--- src/rtl/core/assert_macros.svh ---
// assertion macros for the text console writer checks
// expects signals named clock and reset in the scope of each use
`ifndef ASSERT_MACROS_SVH
`define ASSERT_MACROS_SVH

// consequent must hold in the same cycle as the antecedent
`define TCW_ASSERT_HOLDS(label, ante, cons) \
   label: assert property (@(posedge clock) disable iff (reset) (ante) |-> (cons)) \
      else $error("text console writer: same-cycle check failed");

// consequent must hold in the cycle after the antecedent
`define TCW_ASSERT_NEXT(label, ante, cons) \
   label: assert property (@(posedge clock) disable iff (reset) (ante) |=> (cons)) \
      else $error("text console writer: next-cycle check failed");

`endif

--- src/rtl/core/tcw_pkg.sv ---
// shared types and constants for the text console writer
// no dependencies; imported by tcw_ctrl, tcw_datapath and the top level
`timescale 1ns / 1ps

package tcw_pkg;

   localparam int COLUMNS_DEFAULT = 80;
   localparam int ROWS_DEFAULT    = 25;

   localparam int FUNC_W       = 1;
   localparam int CHAR_W       = 8;
   localparam int READ_INDEX_W = 11;
   localparam int COLOR_W      = 8;
   localparam int CELL_W       = CHAR_W + COLOR_W;
   localparam int ROW_OUT_W    = 5;
   localparam int COL_OUT_W    = 7;

   localparam logic [FUNC_W-1:0]  FUNC_PUT  = 1'b0;
   localparam logic [FUNC_W-1:0]  FUNC_READ = 1'b1;

   localparam logic [CHAR_W-1:0]  NEWLINE_CODE     = 8'h0A;
   localparam logic [CHAR_W-1:0]  SPACE_CODE       = 8'h20;
   localparam logic [COLOR_W-1:0] TEXT_COLOR_RESET = 8'h07;
   localparam logic [CELL_W-1:0]  RESET_CELL       = {TEXT_COLOR_RESET, SPACE_CODE};

   typedef struct packed {
      logic [FUNC_W-1:0]       func;
      logic [CHAR_W-1:0]       char_code;
      logic [READ_INDEX_W-1:0] read_index;
   } req_type;

   typedef struct packed {
      logic [CELL_W-1:0]    cell_entry;
      logic [ROW_OUT_W-1:0] cursor_row;
      logic [COL_OUT_W-1:0] cursor_col;
   } rsp_type;

   typedef enum logic [2:0] {
      ST_CLEAR,
      ST_IDLE,
      ST_EXEC,
      ST_READ,
      ST_BLANK,
      ST_FINISH
   } ctrl_state_type;

   typedef struct packed {
      logic clear_write;
      logic capture;
      logic exec_item;
      logic blank_write;
      logic load_rsp;
   } dp_cmd_type;

   typedef struct packed {
      logic clear_last;
      logic blank_last;
      logic is_read;
      logic need_scroll;
   } dp_status_type;

endpackage

--- src/rtl/core/tcw_ctrl.sv ---
// controller state machine of the text console writer
// depends on tcw_pkg; drives datapath commands and the channel handshakes
`timescale 1ns / 1ps

module tcw_ctrl (
   input  logic                  clock,
   input  logic                  reset,
   input  logic                  req_valid,
   output logic                  req_stall,
   output logic                  rsp_valid,
   input  logic                  rsp_stall,
   input  tcw_pkg::dp_status_type status,
   output tcw_pkg::dp_cmd_type    cmd
);
   import tcw_pkg::*;

   ctrl_state_type state_ff, state_in;
   logic           rsp_valid_ff, rsp_valid_in;
   logic           out_free;

   assign out_free  = !rsp_valid_ff || !rsp_stall;
   assign req_stall = (state_ff != ST_IDLE);
   assign rsp_valid = rsp_valid_ff;

   always_comb begin
      state_in = state_ff;
      case (state_ff)
         ST_CLEAR: begin
            if (status.clear_last) state_in = ST_IDLE;
         end
         ST_IDLE: begin
            if (req_valid) state_in = ST_EXEC;
         end
         ST_EXEC: begin
            if (status.is_read)          state_in = ST_READ;
            else if (status.need_scroll) state_in = ST_BLANK;
            else                         state_in = ST_FINISH;
         end
         ST_READ: begin
            state_in = ST_FINISH;
         end
         ST_BLANK: begin
            if (status.blank_last) state_in = ST_FINISH;
         end
         ST_FINISH: begin
            if (out_free) state_in = ST_IDLE;
         end
         default: begin
            state_in = ST_CLEAR;
         end
      endcase
   end

   always_comb begin
      cmd = '0;
      case (state_ff)
         ST_CLEAR:  cmd.clear_write = 1'b1;
         ST_IDLE:   cmd.capture     = req_valid;
         ST_EXEC:   cmd.exec_item   = 1'b1;
         ST_BLANK:  cmd.blank_write = 1'b1;
         ST_FINISH: cmd.load_rsp    = out_free;
         default:   cmd = '0;
      endcase
   end

   // result register: loaded once per item, held while the receiver stalls
   always_comb begin
      if (cmd.load_rsp) rsp_valid_in = 1'b1;
      else              rsp_valid_in = rsp_valid_ff && rsp_stall;
   end

   always_ff @(posedge clock) begin
      if (reset) begin
         state_ff     <= ST_CLEAR;
         rsp_valid_ff <= 1'b0;
      end else begin
         state_ff     <= state_in;
         rsp_valid_ff <= rsp_valid_in;
      end
   end

endmodule

--- config.mk ---
export PLATFORM = sky130hd
export DESIGN_NAME = tcw_ctrl
export DESIGN_NICKNAME = d
export VERILOG_FILES = /design/src/rtl/core/assert_macros.svh /design/src/rtl/core/tcw_pkg.sv /design/src/rtl/core/tcw_ctrl.sv
export SDC_FILE = /design/constraint.sdc
export NUM_CORES = 1
export LEC_CHECK = 0
export ABC_AREA = 1
export ABC_CLOCK_PERIOD_IN_PS = 1030
export BUFFER_PORTS_ARGS = -buffer_cell sky130_fd_sc_hd__buf_2
export CORE_AREA = 2 2 39 41
export DETAILED_ROUTE_END_ITERATION = 10
export DIE_AREA = 0 0 41 43
export PLACE_DENSITY_LB_ADDON = 0.25
export SLEW_MARGIN = 20
export SYNTH_ARGS = -nofsm -noshare
export SYNTH_HDL_FRONTEND = slang
export SYNTH_SLANG_ARGS = --single-unit
--- constraint.sdc ---
create_clock -name clock -period 1.03 [get_ports clock]
set_input_delay 0.206 -clock clock [delete_from_list [all_inputs] [get_ports clock]]
set_output_delay 0.206 -clock clock [all_outputs]
set_load 0.03 [all_outputs]
==> metrics.yaml <==
clock_latency_ps: 230
nFillCells: 141
dp_slack_ps: -79.7
r2r-start: "state_ff[0]$_SDFFE_PP0P_"
port_buffers: 14
cts_buffers: 3
r2r_end: "state_ff[0]$_SDFFE_PP0P_"
final_common_cell: "buf_4"
first_global_vias: 443
dieArea_um2: 1760
place_hpwl_um: 693
synthCells: 56
synth_area_um2: 338
crit_path_end_kind: "primary output"
cts-root-buf: "clkbuf_4"
via_per_inst: 4.38
p_total_mw: 2.01
cts_tree: "built"
worst_slew_pin_slew_ps: 201
layout_common_cells: "buf_4 (13), nand2_1 (11), nor2_4 (10)"
grt_pass1_wl_um: 1660
power.leakage_nw: 0.355
clk_pin_slew_ps: 40
grt_overflow: 0
first_pass_iters: 4
antenna_found_initial: 0
h-tree-depth: 1
antenna_cells: 0
ios: 15
fin_nets: 97
slew_viol_final: 0
ir_drop_mv: 1.14
layout-drive-gt1-share_pct: 72.4
violations: "negative setup slack"
worstPathArrival_ps: 1040
die_width_um: 41
crit_path_start_kind: "register"
path_class: "register to primary output"
fin_ws_ps: -217
grt_setup_unrepaired: "true"
ys_seq_area_share_pct: 23.7
drtIter0Drc: 4
routedWlPerCell_um: 10.5
ff2ff_setup_slack_ps: -140
holdWs_ps: 182
num_vias: 451
powerDensity_nw_per_um2: 2810
multi_input_area_um2: 310
grt_max_degree: 8
period_needed_ps: 1250
globalplace.congestion: 0.765
synth.net_count: 64
hold_path_class: "input pin to register"
num_rows: 14
status: "finished, violations left"
fmax_mhz: 802
core_area_um2: 1380
grt_use_total_pct: 14.1
worstSetupStartpoint: "state_ff[0]$_SDFFE_PP0P_"
cap_violations: 0
ys_warn_count: 0
synth-seq-cells: 4
routed_wl_um: 1090
drc_errors: 0
regArea_um2: 95.1
synth_cell_type_count: 15
area_growth_pct: 112
cts_sinks: 4
start_util_pct: 24.4
endpoint: "cmd[3]"
critPathMaxFanout: 4
postSynthAreaPerCell_um2: 6.03
reg2reg_depth: 8
finalSetupViolCount: 9
dieHeight_um: 43
cp.required_ps: 820
antenna_left: 0
finClkSkew_ps: 6.30
period_share_pct: 121
cts_buffer_depth: 2
slew_headroom_pct: 86.6
hold_violations: 0
[where the power goes]
group	internal, mW	switching [mW]	leakage [nW]	total, mW
sequential	0.228	0.109	0.0356	0.338
combinational	0.677	0.804	0.306	1.48
clock	0.130	0.0619	0.0138	0.192
total	1.04	0.975	0.355	2.01
[metal layers]
metal | up-vias | global-route usage (%) | routed length [um]
li1 | 234 | - | -
met1 | 212 | 13.9 | 448
met2 | 5 | 25.6 | 627
met3 | 0 | 3.14 | 10
met4 | 0 | 6.00 | 0
met5 | - | 0 | 0
[registers in the layout, summed over array words and instances, names as in the netlist]
signal and flops:
state_ff 3, rsp_valid 1
[Yosys cell counts]
master    instances  area [um^2]
inv_1             9         33.8
a21oi_1           2         10.0
a22oi_1           1         7.51
nor2_1           10         37.5
nand3b_1          1         7.51
inv_2             2         7.51
nor2_2            1         6.26
a21oi_2           1         8.76
nor2_4            2         22.5
nand3_1           3         15.0
dfxtp_1           4         80.1
nor3b_2           1         12.5
nand2_1          15         56.3
nand2_2           2         12.5
nand3_2           2         20.0
[logic make-up after synthesis]
logic type	count (synthesis)	synth area share, %
buf+inv	11	12.2
simple gates	37	56.3
compound gates	4	7.78
flops	4	23.7
[worst max-delay path: stages, from the launching register on]
cell     delay [ps]
dfxtp_4         380
inv_6            50
nor2_4          100
nand2_4          70
nor2_4           80
buf_6           130
[worst min-delay path by stage]
stage	start	endpoint	slack (ps)	cells after the start
2_1_floorplan	reset	state_ff[0]$_SDFFE_PP0P_	260	1
3_3_place_gp	reset	state_ff[0]$_SDFFE_PP0P_	410	2
3_5_place_dp	reset	state_ff[0]$_SDFFE_PP0P_	410	2
4_1_cts	reset	state_ff[0]$_SDFFE_PP0P_	170	2
5_1_grt	reset	rsp_valid$_SDFF_PP0_	190	2
6_report	reset	rsp_valid$_SDFF_PP0_	180	2
[cell type report]
| class | instances | share of cell area, % |
|---|---|---|
| inverters | 11 | 7.17 |
| clock buffers | 3 | 3.15 |
| repair buffers | 28 | 30.2 |
| flip-flops and latches | 4 | 13.3 |
| multi-input cells | 41 | 43.4 |
| well taps | 16 | 2.80 |
[stage by stage]
stage	setup TNS [ps]	std cells	util, %	area, um^2
5_1_grt	-1900	103	51.7	716
6_report	-1430	103	51.7	716
2_1_floorplan	-85.4	56	-	390
4_1_cts	-1430	102	49.9	691
3_3_place_gp	-315	93	38.5	533
3_5_place_dp	-285	93	38.5	533
[timing repair]
item	CTS	global route
hold buffers	0	0
endpoints found under the setup margin	9	10
resized for setup	29	5
buffers inserted	6	4
pin swaps	9	8
Power figures use the tool's default switching activity.
